==> src/design/csseq_pkg.sv <==
`timescale 1ns / 1ps
// ----------------------------------------------------------------------------
// Crossing signal sequencer package
// Shared types, register indexes, phase codes and the lamp decode used by the
// configuration block, the sequencing core and the result stage.
// ----------------------------------------------------------------------------
package csseq_pkg;

   localparam int CSR_INDEX_W = 3;
   localparam int CSR_DATA_W  = 16;
   localparam int DUR_W       = 16;
   localparam int ROUND_W     = 8;
   localparam int PHASE_W     = 4;
   localparam int LAMP_W      = 3;

   // Register indexes on the configuration port.
   typedef enum logic [CSR_INDEX_W-1:0] {
      REG_GREEN      = 3'd0,
      REG_AMBER      = 3'd1,
      REG_RED_SHORT  = 3'd2,
      REG_RED_LONG   = 3'd3,
      REG_FLASH_HALF = 3'd4,
      REG_DARK_GAP   = 3'd5,
      REG_NORMAL_RND = 3'd6,
      REG_FLASH_RND  = 3'd7
   } csseq_reg_type;

   // Phase codes.
   localparam logic [PHASE_W-1:0] PH_S1_GREEN = 4'd0;
   localparam logic [PHASE_W-1:0] PH_S1_AMBER = 4'd1;
   localparam logic [PHASE_W-1:0] PH_RED_SHORT = 4'd2;
   localparam logic [PHASE_W-1:0] PH_S2_GREEN = 4'd3;
   localparam logic [PHASE_W-1:0] PH_S2_AMBER = 4'd4;
   localparam logic [PHASE_W-1:0] PH_RED_LONG = 4'd5;
   localparam logic [PHASE_W-1:0] PH_DARK_A   = 4'd6;
   localparam logic [PHASE_W-1:0] PH_FLASH_A  = 4'd7;
   localparam logic [PHASE_W-1:0] PH_FLASH_B  = 4'd8;
   localparam logic [PHASE_W-1:0] PH_DARK_B   = 4'd9;

   // Lamp codes: bit 0 red, bit 1 amber, bit 2 green.
   localparam logic [LAMP_W-1:0] LAMP_OFF   = 3'b000;
   localparam logic [LAMP_W-1:0] LAMP_RED   = 3'b001;
   localparam logic [LAMP_W-1:0] LAMP_AMBER = 3'b010;
   localparam logic [LAMP_W-1:0] LAMP_GREEN = 3'b100;

   // Reset values of the registers.
   localparam logic [DUR_W-1:0]   GREEN_RST      = 16'd4500;
   localparam logic [DUR_W-1:0]   AMBER_RST      = 16'd3500;
   localparam logic [DUR_W-1:0]   RED_SHORT_RST  = 16'd2500;
   localparam logic [DUR_W-1:0]   RED_LONG_RST   = 16'd5500;
   localparam logic [DUR_W-1:0]   FLASH_HALF_RST = 16'd500;
   localparam logic [DUR_W-1:0]   DARK_GAP_RST   = 16'd1000;
   localparam logic [ROUND_W-1:0] ROUNDS_RST     = 8'd10;

   typedef struct packed {
      logic [DUR_W-1:0]   green_ms;
      logic [DUR_W-1:0]   amber_ms;
      logic [DUR_W-1:0]   red_short_ms;
      logic [DUR_W-1:0]   red_long_ms;
      logic [DUR_W-1:0]   flash_half_ms;
      logic [DUR_W-1:0]   dark_gap_ms;
      logic [ROUND_W-1:0] normal_rounds;
      logic [ROUND_W-1:0] flash_rounds;
   } csseq_cfg_type;

   typedef struct packed {
      logic [LAMP_W-1:0]  head_one;
      logic [LAMP_W-1:0]  head_two;
      logic [LAMP_W-1:0]  head_three;
      logic [LAMP_W-1:0]  head_four;
      logic [PHASE_W-1:0] phase_now;
   } csseq_rsp_type;

   // Lamp pattern shown in a given phase; undefined codes show all lamps off.
   function automatic csseq_rsp_type lamps_of(input logic [PHASE_W-1:0] phase);
      csseq_rsp_type r;
      r = '{LAMP_OFF, LAMP_OFF, LAMP_OFF, LAMP_OFF, phase};
      unique case (phase) inside
         PH_S1_GREEN: begin
            r.head_one = LAMP_GREEN; r.head_two  = LAMP_RED;
            r.head_three = LAMP_GREEN; r.head_four = LAMP_RED;
         end
         PH_S1_AMBER: begin
            r.head_one = LAMP_AMBER; r.head_two  = LAMP_RED;
            r.head_three = LAMP_AMBER; r.head_four = LAMP_RED;
         end
         PH_S2_GREEN: begin
            r.head_one = LAMP_RED; r.head_two  = LAMP_GREEN;
            r.head_three = LAMP_RED; r.head_four = LAMP_GREEN;
         end
         PH_S2_AMBER: begin
            r.head_one = LAMP_RED; r.head_two  = LAMP_AMBER;
            r.head_three = LAMP_RED; r.head_four = LAMP_AMBER;
         end
         PH_RED_SHORT, PH_RED_LONG: begin
            r.head_one = LAMP_RED; r.head_two  = LAMP_RED;
            r.head_three = LAMP_RED; r.head_four = LAMP_RED;
         end
         PH_FLASH_A: begin
            r.head_one = LAMP_AMBER; r.head_two = LAMP_AMBER;
         end
         PH_FLASH_B: begin
            r.head_three = LAMP_AMBER; r.head_four = LAMP_AMBER;
         end
         default: begin
         end
      endcase
      return r;
   endfunction

endpackage

==> src/design/csseq_cfg.sv <==
`timescale 1ns / 1ps
// ----------------------------------------------------------------------------
// Crossing signal sequencer configuration registers
// Holds the phase durations and round counts, written through a plain port.
// ----------------------------------------------------------------------------
module csseq_cfg (
   input  logic                              clock,
   input  logic                              reset,
   input  logic                              csr_wr_en,
   input  logic [csseq_pkg::CSR_INDEX_W-1:0] csr_index,
   input  logic [csseq_pkg::CSR_DATA_W-1:0]  csr_wdata,
   output csseq_pkg::csseq_cfg_type          cfg
);
   import csseq_pkg::*;

   csseq_cfg_type cfg_ff;
   csseq_cfg_type cfg_in;

   always_comb begin
      cfg_in = cfg_ff;
      if (csr_wr_en) begin
         unique case (csseq_reg_type'(csr_index))
            REG_GREEN:      cfg_in.green_ms      = csr_wdata[DUR_W-1:0];
            REG_AMBER:      cfg_in.amber_ms      = csr_wdata[DUR_W-1:0];
            REG_RED_SHORT:  cfg_in.red_short_ms  = csr_wdata[DUR_W-1:0];
            REG_RED_LONG:   cfg_in.red_long_ms   = csr_wdata[DUR_W-1:0];
            REG_FLASH_HALF: cfg_in.flash_half_ms = csr_wdata[DUR_W-1:0];
            REG_DARK_GAP:   cfg_in.dark_gap_ms   = csr_wdata[DUR_W-1:0];
            REG_NORMAL_RND: cfg_in.normal_rounds = csr_wdata[ROUND_W-1:0];
            REG_FLASH_RND:  cfg_in.flash_rounds  = csr_wdata[ROUND_W-1:0];
            default: begin
            end
         endcase
      end
   end

   always_ff @(posedge clock) begin
      if (reset) begin
         cfg_ff <= '{GREEN_RST, AMBER_RST, RED_SHORT_RST, RED_LONG_RST,
                     FLASH_HALF_RST, DARK_GAP_RST, ROUNDS_RST, ROUNDS_RST};
      end else begin
         cfg_ff <= cfg_in;
      end
   end

   assign cfg = cfg_ff;

endmodule

==> src/design/csseq_core.sv <==
`timescale 1ns / 1ps
// ----------------------------------------------------------------------------
// Crossing signal sequencer core
// Phase, elapsed-time and round registers, advanced by each accepted tick,
// and the lamp pattern of the state that results.
// ----------------------------------------------------------------------------
module csseq_core #(
   parameter int TIMER_BITS = 16
) (
   input  logic                     clock,
   input  logic                     reset,
   input  logic                     take,
   input  logic                     tick,
   input  csseq_pkg::csseq_cfg_type cfg,
   output csseq_pkg::csseq_rsp_type next_rsp
);
   import csseq_pkg::*;

   // Wide enough for a duration, the timer maximum and elapsed plus one.
   localparam int CW = ((TIMER_BITS > DUR_W) ? TIMER_BITS : DUR_W) + 1;

   logic [PHASE_W-1:0]    phase_ff, phase_in;
   logic [TIMER_BITS-1:0] elapsed_ff, elapsed_in;
   logic [ROUND_W-1:0]    round_ff, round_in;

   logic [DUR_W-1:0]   dur_raw;
   logic [DUR_W-1:0]   dur_nz;
   logic [CW-1:0]      dur_ext;
   logic [CW-1:0]      timer_max;
   logic [CW-1:0]      dur_sat;
   logic [CW-1:0]      elapsed_inc;
   logic               phase_end;
   logic [ROUND_W-1:0] round_limit;
   logic [ROUND_W-1:0] round_done;

   always_comb begin
      unique case (phase_ff) inside
         PH_S1_GREEN, PH_S2_GREEN: dur_raw = cfg.green_ms;
         PH_S1_AMBER, PH_S2_AMBER: dur_raw = cfg.amber_ms;
         PH_RED_SHORT:             dur_raw = cfg.red_short_ms;
         PH_RED_LONG:              dur_raw = cfg.red_long_ms;
         PH_FLASH_A, PH_FLASH_B:   dur_raw = cfg.flash_half_ms;
         default:                  dur_raw = cfg.dark_gap_ms;
      endcase
   end

   // A zero duration counts as one tick; a duration beyond the timer saturates.
   assign dur_nz      = (dur_raw == '0) ? DUR_W'(1) : dur_raw;
   assign dur_ext     = CW'(dur_nz);
   assign timer_max   = (CW'(1) << TIMER_BITS) - CW'(1);
   assign dur_sat     = (dur_ext > timer_max) ? timer_max : dur_ext;
   assign elapsed_inc = CW'(elapsed_ff) + CW'(1);
   assign phase_end   = (elapsed_inc >= dur_sat);

   // The round limit depends on which mode is closing its round.
   always_comb begin
      round_limit = (phase_ff == PH_FLASH_B) ? cfg.flash_rounds : cfg.normal_rounds;
      if (round_limit == '0) begin
         round_limit = ROUND_W'(1);
      end
   end
   assign round_done = round_ff + ROUND_W'(1);

   always_comb begin
      phase_in   = phase_ff;
      elapsed_in = elapsed_ff;
      round_in   = round_ff;
      if (take && tick) begin
         if (phase_end) begin
            elapsed_in = '0;
            unique case (phase_ff) inside
               PH_S1_GREEN, PH_S1_AMBER, PH_RED_SHORT, PH_S2_GREEN, PH_S2_AMBER,
               PH_DARK_A, PH_FLASH_A: begin
                  phase_in = phase_ff + PHASE_W'(1);
               end
               PH_RED_LONG: begin
                  if (round_done >= round_limit) begin
                     round_in = '0;
                     phase_in = PH_DARK_A;
                  end else begin
                     round_in = round_done;
                     phase_in = PH_S1_GREEN;
                  end
               end
               PH_FLASH_B: begin
                  if (round_done >= round_limit) begin
                     round_in = '0;
                     phase_in = PH_DARK_B;
                  end else begin
                     round_in = round_done;
                     phase_in = PH_FLASH_A;
                  end
               end
               default: begin
                  phase_in = PH_S1_GREEN;
                  round_in = '0;
               end
            endcase
         end else begin
            elapsed_in = elapsed_inc[TIMER_BITS-1:0];
         end
      end
   end

   always_ff @(posedge clock) begin
      if (reset) begin
         phase_ff   <= PH_S1_GREEN;
         elapsed_ff <= '0;
         round_ff   <= '0;
      end else begin
         phase_ff   <= phase_in;
         elapsed_ff <= elapsed_in;
         round_ff   <= round_in;
      end
   end

   assign next_rsp = lamps_of(phase_in);

`ifndef ASSERT_OFF
   // Only an accepted tick moves the sequence.
   a_hold_without_tick: assert property (@(posedge clock) disable iff (reset)
      !(take && tick) |=> $stable(phase_ff) && $stable(elapsed_ff) && $stable(round_ff))
      else $error("sequencer state moved without an accepted tick");

   // Only the defined phase codes are ever reached.
   a_phase_defined: assert property (@(posedge clock) disable iff (reset)
      phase_ff <= PH_DARK_B)
      else $error("phase register left the defined codes");

   // Rounds are counted only when a mode's last phase ends.
   a_round_change: assert property (@(posedge clock) disable iff (reset)
      !$past(reset) && (round_ff != $past(round_ff)) |->
         ($past(phase_ff) == PH_RED_LONG) || ($past(phase_ff) == PH_FLASH_B))
      else $error("round count changed outside a round boundary");

   // A phase change always starts the new phase with zero elapsed time.
   a_phase_restart: assert property (@(posedge clock) disable iff (reset)
      !$past(reset) && (phase_ff != $past(phase_ff)) |-> (elapsed_ff == '0))
      else $error("new phase began with elapsed time left over");
`endif

endmodule

==> src/design/csseq_out.sv <==
`timescale 1ns / 1ps
// ----------------------------------------------------------------------------
// Crossing signal sequencer result stage
// Result register with its valid flag; it takes a new result in the cycle
// that the waiting one leaves.
// ----------------------------------------------------------------------------
module csseq_out (
   input  logic                     clock,
   input  logic                     reset,
   input  logic                     load,
   input  csseq_pkg::csseq_rsp_type rsp_next,
   input  logic                     rsp_ready,
   output logic                     rsp_valid,
   output csseq_pkg::csseq_rsp_type rsp_data,
   output logic                     space
);
   import csseq_pkg::*;

   logic          valid_ff, valid_in;
   csseq_rsp_type rsp_ff;

   assign space = !valid_ff || rsp_ready;

   always_comb begin
      if (load) begin
         valid_in = 1'b1;
      end else if (rsp_ready) begin
         valid_in = 1'b0;
      end else begin
         valid_in = valid_ff;
      end
   end

   always_ff @(posedge clock) begin
      if (reset) begin
         valid_ff <= 1'b0;
      end else begin
         valid_ff <= valid_in;
      end
   end

   always_ff @(posedge clock) begin
      if (load) begin
         rsp_ff <= rsp_next;
      end
   end

   assign rsp_valid = valid_ff;
   assign rsp_data  = rsp_ff;

endmodule

==> src/design/crossing_signal_sequencer_top.sv <==
`timescale 1ns / 1ps
// ----------------------------------------------------------------------------
// Crossing signal sequencer
// Four lamp heads at a two-street crossing: timed normal rounds, a dark gap,
// flashing amber rounds and a second dark gap, advanced by millisecond ticks.
//
//   Port group  Direction  Handshake            Contents
//   req_        in         req_valid/req_ready  tick
//   rsp_        out        rsp_valid/rsp_ready  four head lamp sets, phase code
//   csr_        in         csr_wr_en            register index and data
//
// Each accepted transaction applies its tick to the phase, timer and round
// registers, and the lamps of the new state land in the result register.
// A new transaction is accepted every cycle while the result register is empty
// or is being emptied in the same cycle.
// Reset is synchronous; it loads the default durations and starts at street
// one green. A stalled result holds req_ready low until it is taken.
// ----------------------------------------------------------------------------
module crossing_signal_sequencer_top #(
   parameter int TIMER_BITS = 16
) (
   input  logic                              clock,
   input  logic                              reset,
   input  logic                              req_valid,
   output logic                              req_ready,
   input  logic                              req_tick,
   output logic                              rsp_valid,
   input  logic                              rsp_ready,
   output logic [csseq_pkg::LAMP_W-1:0]      rsp_head_one,
   output logic [csseq_pkg::LAMP_W-1:0]      rsp_head_two,
   output logic [csseq_pkg::LAMP_W-1:0]      rsp_head_three,
   output logic [csseq_pkg::LAMP_W-1:0]      rsp_head_four,
   output logic [csseq_pkg::PHASE_W-1:0]     rsp_phase_now,
   input  logic                              csr_wr_en,
   input  logic [csseq_pkg::CSR_INDEX_W-1:0] csr_index,
   input  logic [csseq_pkg::CSR_DATA_W-1:0]  csr_wdata
);
   import csseq_pkg::*;

   csseq_cfg_type cfg;
   csseq_rsp_type rsp_next;
   csseq_rsp_type rsp_data;
   logic          space;
   logic          take;

   assign req_ready = space;
   assign take      = req_valid && space;

   csseq_cfg u_cfg (
      .clock     (clock),
      .reset     (reset),
      .csr_wr_en (csr_wr_en),
      .csr_index (csr_index),
      .csr_wdata (csr_wdata),
      .cfg       (cfg)
   );

   csseq_core #(
      .TIMER_BITS (TIMER_BITS)
   ) u_core (
      .clock    (clock),
      .reset    (reset),
      .take     (take),
      .tick     (req_tick),
      .cfg      (cfg),
      .next_rsp (rsp_next)
   );

   csseq_out u_out (
      .clock     (clock),
      .reset     (reset),
      .load      (take),
      .rsp_next  (rsp_next),
      .rsp_ready (rsp_ready),
      .rsp_valid (rsp_valid),
      .rsp_data  (rsp_data),
      .space     (space)
   );

   assign rsp_head_one   = rsp_data.head_one;
   assign rsp_head_two   = rsp_data.head_two;
   assign rsp_head_three = rsp_data.head_three;
   assign rsp_head_four  = rsp_data.head_four;
   assign rsp_phase_now  = rsp_data.phase_now;

`ifndef ASSERT_OFF
   // A result appears only in the cycle after a transaction was accepted.
   a_rsp_from_req: assert property (@(posedge clock) disable iff (reset)
      !$past(reset) && $rose(rsp_valid) |-> $past(req_valid && req_ready))
      else $error("result appeared without an accepted transaction");

   // An accepted transaction always leaves a result behind.
   a_req_gives_rsp: assert property (@(posedge clock) disable iff (reset)
      req_valid && req_ready |=> rsp_valid)
      else $error("accepted transaction produced no result");

   // The phase code shown always matches the lamps shown for it.
   a_lamps_match: assert property (@(posedge clock) disable iff (reset)
      rsp_valid |-> (lamps_of(rsp_phase_now) == rsp_data))
      else $error("lamp pattern disagrees with the phase code");
`endif

endmodule

==> config.mk <==
export PLATFORM = sky130hd
export DESIGN_NAME = crossing_signal_sequencer_top
export DESIGN_NICKNAME = d
export VERILOG_FILES = /design/src/design/csseq_pkg.sv /design/src/design/csseq_cfg.sv /design/src/design/csseq_core.sv /design/src/design/csseq_out.sv /design/src/design/crossing_signal_sequencer_top.sv
export SDC_FILE = /design/constraint.sdc
export NUM_CORES = 1
export LEC_CHECK = 0
export ABC_AREA = 1
export BUFFER_PORTS_ARGS = -buffer_cell sky130_fd_sc_hd__buf_2
export CAP_MARGIN = 20
export CORE_MARGIN = 2
export CORE_UTILIZATION = 26
export CTS_BUF_LIST = sky130_fd_sc_hd__clkbuf_4
export DETAILED_ROUTE_END_ITERATION = 16
export PLACE_DENSITY = 0.51
export SYNTH_ARGS = -nofsm -noshare
export SYNTH_HDL_FRONTEND = slang
export SYNTH_HIERARCHICAL = 1
export SYNTH_SLANG_ARGS = --single-unit
==> constraint.sdc <==
create_clock -name clock -period 8.27 [get_ports clock]
set_input_delay 0.827 -clock clock [delete_from_list [all_inputs] [get_ports clock]]
set_output_delay 0.827 -clock clock [all_outputs]
set_load 0.02 [all_outputs]
==> metrics.md, run 1 <==
| Metric | Value |
|---|---|
| Synth Flop Type | dfxtp_1 |
| Layout fillers | 3,435 |
| Initial core utilization | 0.264 |
| H-tree depth | 4 |
| Post-Syn Nets | 1,212 |
| Total power | 0.00166 W |
| Footprint of the multi-input gates | 4170 um^2 |
| Crit path top cell by count | nand2_1 |
| YS warnings | 6 |
| Sequential-to-total area share from yosys stat | 0.409 |
| Hold Vio Cnt, Final | 0 |
| Worst-Margin Slew | 1.11 ns |
| Num rows | 64 |
| Post-synth EDFFs | 16 |
| Worst Path Required | 8.59 ns |
| Placed Area | 8610 um^2 |
| CP peak stage delay | 0.55 ns |
| Critical path's slowest cell | o21ai_2 |
| DP HPWL | 15,300 um |
| Reg-to-reg startpoint | u_core/phase_ff[1] |
| Min cycle time layout | 4.64 ns |
| Post_cts resized | 0 |
| Worst slew margin | 0.259 |
| Starting DRT DRC Count | 602 |
| Later-pin clock latency in the skew report | 0.55 ns |
| Routed Antenna Nets | 0 |
| Clk sinks | 157 |
| Total gr overflow | 0 |
| #FFs+latches synth | 157 |
| First-pass GRT wire length | 36,000 um |
| Status | complete, no violations |
| Reg clk slew, reported paths | 0.14 ns |
| Setup crit end kind | flip-flop |
| Syn Inst Count | 1,157 |
| Max Freq | 0.216 GHz |
| Avg Inst Size Synth | 6.98 um^2 |
| I/O pin total | 43 |
| Yosys top cell area share | 0.350 |
| CP Data Arrival Time | 4.96 ns |
| Buffers on Ports | 42 |
| DR vias/cell | 4.51 |
| Post-CTS Setup Inserts | 0 |
| Initial antenna violation count | 1 |
| Pin count of the biggest net entering global routing | 92 |
| Total track usage | 0.136 |
| Vias in the first global route | 6,718 |
| Hold Crit Start | u_cfg/cfg[3] |
| DRC Markers | 0 |
| Syn-to-layout area delta | 10.6% |
| Count of cell types in the netlist | 38 |
| # nets final | 1,235 |
| Worst setup path start | u_core/phase_ff[1] |
| Chip Width | 180 um |
| Die H | 180 um |
| Design area | 8930 um^2 |
| Setup TNS | 0 ns |
| Critical Path Start Type | flip-flop |
| PwrDens | 186 nW/um^2 |
| Root Buffer | clkbuf_4 |
| Clock Path Buffers | 2 |
| CP Class | flip-flop to flip-flop |
| Synth async-reset ratio | 0 |
| Final wirelength | 22,100 um |
| Skew final | 0.0162 ns |
| Gp weighted congestion | 0.780 |
| Cts bufs inserted | 17 |
| Share of post-route cells with drive strength above 1 | 0.102 |
| DR vias | 7,171 |
| Mapped Area | 8070 um^2 |
| Final period util | 0.561 |
| Tightest Hold Check Type | flip-flop to flip-flop |
| Synth top area cells | dfxtp_1, nand2_1, nor2_1, nand3_1, edfxtp_1 |
| Hold buffers post-CTS | 0 |
| Largest area contributor in the netlist | dfxtp_1 |
| Core box area | 30,600 um^2 |
| First-pass detailed-route iteration total | 5 |
| RSZ-0062 raised after global routing | false |
| Final setup viols | 0 |
| CTS tree | yes |
| Fin. max-slew vios | 0 |
| Total of max-cap violations | 0 |
| Max VDD drop | 0.0000757 V |
| WL/cell | 13.9 um |
| Die Area | 32,500 um^2 |
| FF+latch area | 3300 um^2 |
| Crit-path max FO | 15 |
| Leak | 4.10 nW |
==> through the flow <==
| stage | setup WS (ns) | cells | utilization | hold WS, ns |
|---|---|---|---|---|
| 2_1_floorplan | 4.87 | 1157 | - | 0.428 |
| 3_3_place_gp | 3.82 | 1557 | 0.281 | 0.441 |
| 3_5_place_dp | 3.68 | 1557 | 0.281 | 0.445 |
| 4_1_cts | 3.65 | 1588 | 0.292 | 0.453 |
| 5_1_grt | 3.12 | 1590 | 0.292 | 0.461 |
| 6_report | 3.63 | 1590 | 0.292 | 0.476 |
==> cells by family after synthesis <==
family | count (synthesis) | share of synthesized area
XOR/XNOR | 16 | 0.0174
AO/OA/AOI/OAI | 77 | 0.0609
adder cells (fa/ha/maj) | 30 | 0.0465
buffers and inverters | 147 | 0.0746
AND/OR/NAND/NOR | 723 | 0.383
multiplexers | 7 | 0.00868
flip-flops | 157 | 0.409
==> path summary, 6_finish.rpt <==
kind,end,slack [ns],cells after the start
max,u_out/rsp_data[13],3.63,29
min,u_cfg/cfg[3],0.48,2
max reg2reg,u_out/rsp_data[13],3.63,29
min reg2reg,u_cfg/cfg[3],0.48,2
==> Yosys cell counts, types with 3 or more instances <==
cell type and number:
o21ai_0 13, dfxtp_1 141, a21oi_1 31, nand4_1 4, a221oi_1 13, nor2_4 4, buf_4 7, ha_1 30
xor2_1 13, buf_1 6, nand3b_1 4, a211oi_1 11, nor2_1 196, inv_1 100, nor3_1 12, nand2_2 11
buf_2 18, nor2_2 13, clkbuf_1 12, nand2_4 4, xnor2_1 3, nand3_1 143, edfxtp_1 16, nand2_1 325
mux2i_1 7, or2_2 3
==> report_power, final <==
group,internal (W),switching (W)
clock,0.000241,0.000298
sequential,0.000806,0.0000167
combinational,0.0000906,0.000210
total,0.00114,0.000524
==> placed cells by master (no fill, tap or decap), types with 3 or more instances in the layout <==
cell type,Yosys,final
nand2_1,325,325
nor2_1,196,196
nand3_1,143,143
dfxtp_1,141,141
inv_1,100,99
buf_2,18,42
a21oi_1,31,31
ha_1,30,30
clkbuf_4,0,17
edfxtp_1,16,16
nor2_2,13,13
xor2_1,13,13
a221oi_1,13,13
o21ai_0,13,13
nor3_1,12,12
nand2_2,11,11
a211oi_1,11,11
mux2i_1,7,7
buf_4,7,6
bufinv_16,0,4
nor2_4,4,4
nand4_1,4,4
nand2_4,4,4
nand3b_1,4,4
inv_6,0,3
clkinv_1,2,3
xnor2_1,3,3
or2_2,3,3
==> metal layers <==
metal / part of all wire / wire, um / global-route usage / up-vias
li1: - / - / - / 3744
met1: 0.49 / 10900 / 0.188 / 3268
met2: 0.44 / 9820 / 0.215 / 140
met3: 0.042 / 929 / 0.0267 / 19
met4: 0.019 / 421 / 0.0416 / 0
met5: 0 / 0 / 0 / -
==> registers in the layout, summed over array words and instances, names as in the netlist <==
signal	flops
u_cfg/cfg	112
u_core/elapsed_ff	16
u_out/rsp_data	16
u_core/round_ff	8
u_core/phase_ff	4
u_out/rsp_valid	1
==> final cells by class <==
class                           instances  area share
Sequential cell                       157       0.370
Clock inverter                         14      0.0212
Antenna cell                            2    0.000560
Inverter                              103      0.0434
Tap cell                              396      0.0555
Clock buffer                           17      0.0143
Multi-Input combinational cell        853       0.467
Timing Repair Buffer                   48      0.0286
==> worst max-delay path, delay by kind of cell, from the launching register on <==
family                   cells  cell delay, ns
AND/OR/NAND/NOR             22            2.52
buffers and inverters        4            0.54
adder cells (fa/ha/maj)      2            0.44
AO/OA/AOI/OAI                1            0.55
flip-flops                   1            0.38
Power figures use the tool's default switching activity.
==> inputs of run 2 (changes only) <==
clock period = 4.75 ns   (was 8.27 ns; I/O delays follow)
==> metrics.md, run 2 (same netlist as run 1, synthesis figures left out) <==
| Metric | Value |
|---|---|
| Status | complete, no violations |
| Hold WS | 0.139 ns (-0.338 ns) |
| Hold Vio Cnt, Final | 0 (unchanged) |
| DRC Markers | 0 (unchanged) |
| Most common cell after layout, fill and taps aside | nand2_1 |
| Design area | 8940 um^2 (about the same) |
| Final wirelength | 21,900 um (-0.78%) |
| PwrDens | 313 nW/um^2 (+68%) |
| Clk sinks | 157 (unchanged) |
| Setup crit end kind | flip-flop |
| Placed Area | 8640 um^2 (+0.35%) |
| Routed Antenna Nets | 0 (unchanged) |
| Gp weighted congestion | 0.798 (+2.4%) |
| Max reg flops | 112 (unchanged) |
| Pin count of the biggest net entering global routing | 71 (-23%) |
| Critical Path Sink | u_out/rsp_data[13] |
| Chip Width | 180 um (unchanged) |
| DP HPWL | 15,500 um (+1.5%) |
| Root Buffer | clkbuf_4 |
| Later-pin clock latency in the skew report | 0.58 ns (+0.03 ns) |
| Skew final | 0.0328 ns (+0.0165 ns) |
| Max VDD drop | 0.000154 V (+100%) |
| Total of max-cap violations | 0 (unchanged) |
| Initial core utilization | 0.264 (unchanged) |
| Most frequent cells in the layout | nand2_1, nor2_1, nand3_1 |
| Crit path top cell by count | nand2_1 |
| DR vias/cell | 4.51 (about the same) |
| Fin. max-slew vios | 0 (unchanged) |
| Reg2Reg Depth | 29 (unchanged) |
| CP Class | flip-flop to flip-flop |
| Buffers on Ports | 42 (unchanged) |
| Die Area | 32,500 um^2 (unchanged) |
| Num rows | 64 (unchanged) |
| Vias in the first global route | 6,699 (-0.28%) |
| Reg clk slew, reported paths | 0.16 ns (+0.02 ns) |
| Worst-Margin Slew | 0.981 ns (-0.132 ns) |
| Reg-to-reg startpoint | u_core/phase_ff[0] |
| Core box area | 30,600 um^2 (unchanged) |
| RR Endpoint | u_out/rsp_data[13] |
| Initial antenna violation count | 1 (unchanged) |
| RSZ-0062 raised after global routing | false |
| Total track usage | 0.137 (+0.000322) |
| Total gr overflow | 0 (unchanged) |
| Worst slew margin | 0.346 (+0.0870) |
| Die H | 180 um (unchanged) |
| Leak | 4.09 nW (-0.18%) |
| Syn-to-layout area delta | 10.7% (about the same) |
| CP Data Arrival Time | 4.64 ns (-0.32 ns) |
| Critical Path Start Type | flip-flop |
| DR vias | 7,189 (+0.25%) |
| R2R Setup Slk | 0.46 ns (-3.17 ns) |
| Starting DRT DRC Count | 555 (-7.8%) |
| Cts bufs inserted | 17 (unchanged) |
| WL/cell | 13.8 um (-1.0%) |
| Tightest Hold Check Type | input pin to flip-flop |
| Crit-path max FO | 17 (+2) |
| Max Freq | 0.233 GHz (+8.2%) |
| CP peak stage delay | 0.74 ns (+0.19 ns) |
| Worst Path Required | 5.11 ns (-3.48 ns) |
| First-pass GRT wire length | 36,000 um (about the same) |
| I/O pin total | 43 (unchanged) |
| Critical path's slowest cell | nor2_2 |
| Post-CTS Setup Inserts | 0 (unchanged) |
| Hold Crit Start | csr_wdata[12] |
| Clock Path Buffers | 2 (unchanged) |
| # nets final | 1,239 (+0.32%) |
| First-pass detailed-route iteration total | 5 (unchanged) |
| Setup TNS | 0 ns (unchanged) |
| CTS tree | yes |
| Worst setup path start | u_core/phase_ff[0] |
| Final setup viols | 0 (unchanged) |
| H-tree depth | 4 (unchanged) |
| Share of post-route cells with drive strength above 1 | 0.107 (+0.00459) |
| Final period util | 0.902 (+0.342) |
| Min cycle time layout | 4.29 ns (-0.351 ns) |
==> run 2: changes by cell type in the layout (fill, tap and decap cells not counted), moves of 2 or more <==
cell,previous run,this run
buf_4,6,10
inv_8,0,4
bufinv_16,4,1
clkinvlp_4,0,3
inv_4,2,0
==> run 2: cell type report <==
type / instances / area [um^2]
fillers: 3403 / 21700
multi-input cells: 853 / 4180
flip-flops and latches: 157 / 3300
well taps: 396 / 495
inverters: 103 / 388
repair buffers: 52 / 285
clock inverters: 14 / 146
clock buffers: 18 / 135
diodes: 1 / 2.50
==> run 2: worst min-delay path by stage <==
| stage | to | slack [ns] | depth (start not counted) |
|---|---|---|---|
| final | u_cfg/cfg[108] | 0.14 | 3 |
| after global routing | u_cfg/cfg[108] | 0.10 | 3 |
| after detailed placement | u_cfg/cfg[21] | 0.44 | 2 |
| after global placement | u_cfg/cfg[60] | 0.44 | 2 |
| after CTS | u_cfg/cfg[108] | 0.09 | 3 |
| after floorplan | u_cfg/cfg[1] | 0.43 | 2 |
==> run 2: routing by layer <==
layer / global-route usage / vias up / routed length (um)
met3: 0.0236 / 12 / 849
met1: 0.189 / 3298 / 11000
met5: 0 / - / 0
li1: - / 3751 / -
met2: 0.221 / 128 / 9890
met4: 0.0335 / 0 / 229
==> run 2: worst max-delay path, delay by kind of cell (launching register included) <==
kind / cells / cell delay [ns]
adder cells (fa/ha/maj): 2 / 0.41
buffers and inverters: 4 / 0.44
AND/OR/NAND/NOR: 23 / 2.84
flip-flops: 1 / 0.37
==> run 2: repair_timing <==
action	in CTS	in global routing
hold buffers	0	0
resized for setup	0	2
endpoints found under the setup margin	0	8
==> run 2: where the power goes <==
part / leakage (nW) / switching [W] / total, W / internal [W]
registers: 1.31 / 0.0000285 / 0.00143 / 0.00140
clock network: 0.148 / 0.000548 / 0.000833 / 0.000285
logic: 2.64 / 0.000369 / 0.000530 / 0.000161
total: 4.09 / 0.000946 / 0.00279 / 0.00185
==> run 2: stage by stage <==
| stage | utilization | setup WS [ns] | std cells | power, W |
|---|---|---|---|---|
| 2_1_floorplan | - | 1.35 | 1157 | 0.00183 |
| 3_3_place_gp | 0.282 | 0.504 | 1561 | 0.00198 |
| 3_5_place_dp | 0.282 | 0.409 | 1561 | 0.00199 |
| 4_1_cts | 0.292 | 0.385 | 1593 | 0.00283 |
| 5_1_grt | 0.292 | 0.00598 | 1594 | 0.00296 |
| 6_report | 0.292 | 0.465 | 1594 | 0.00279 |
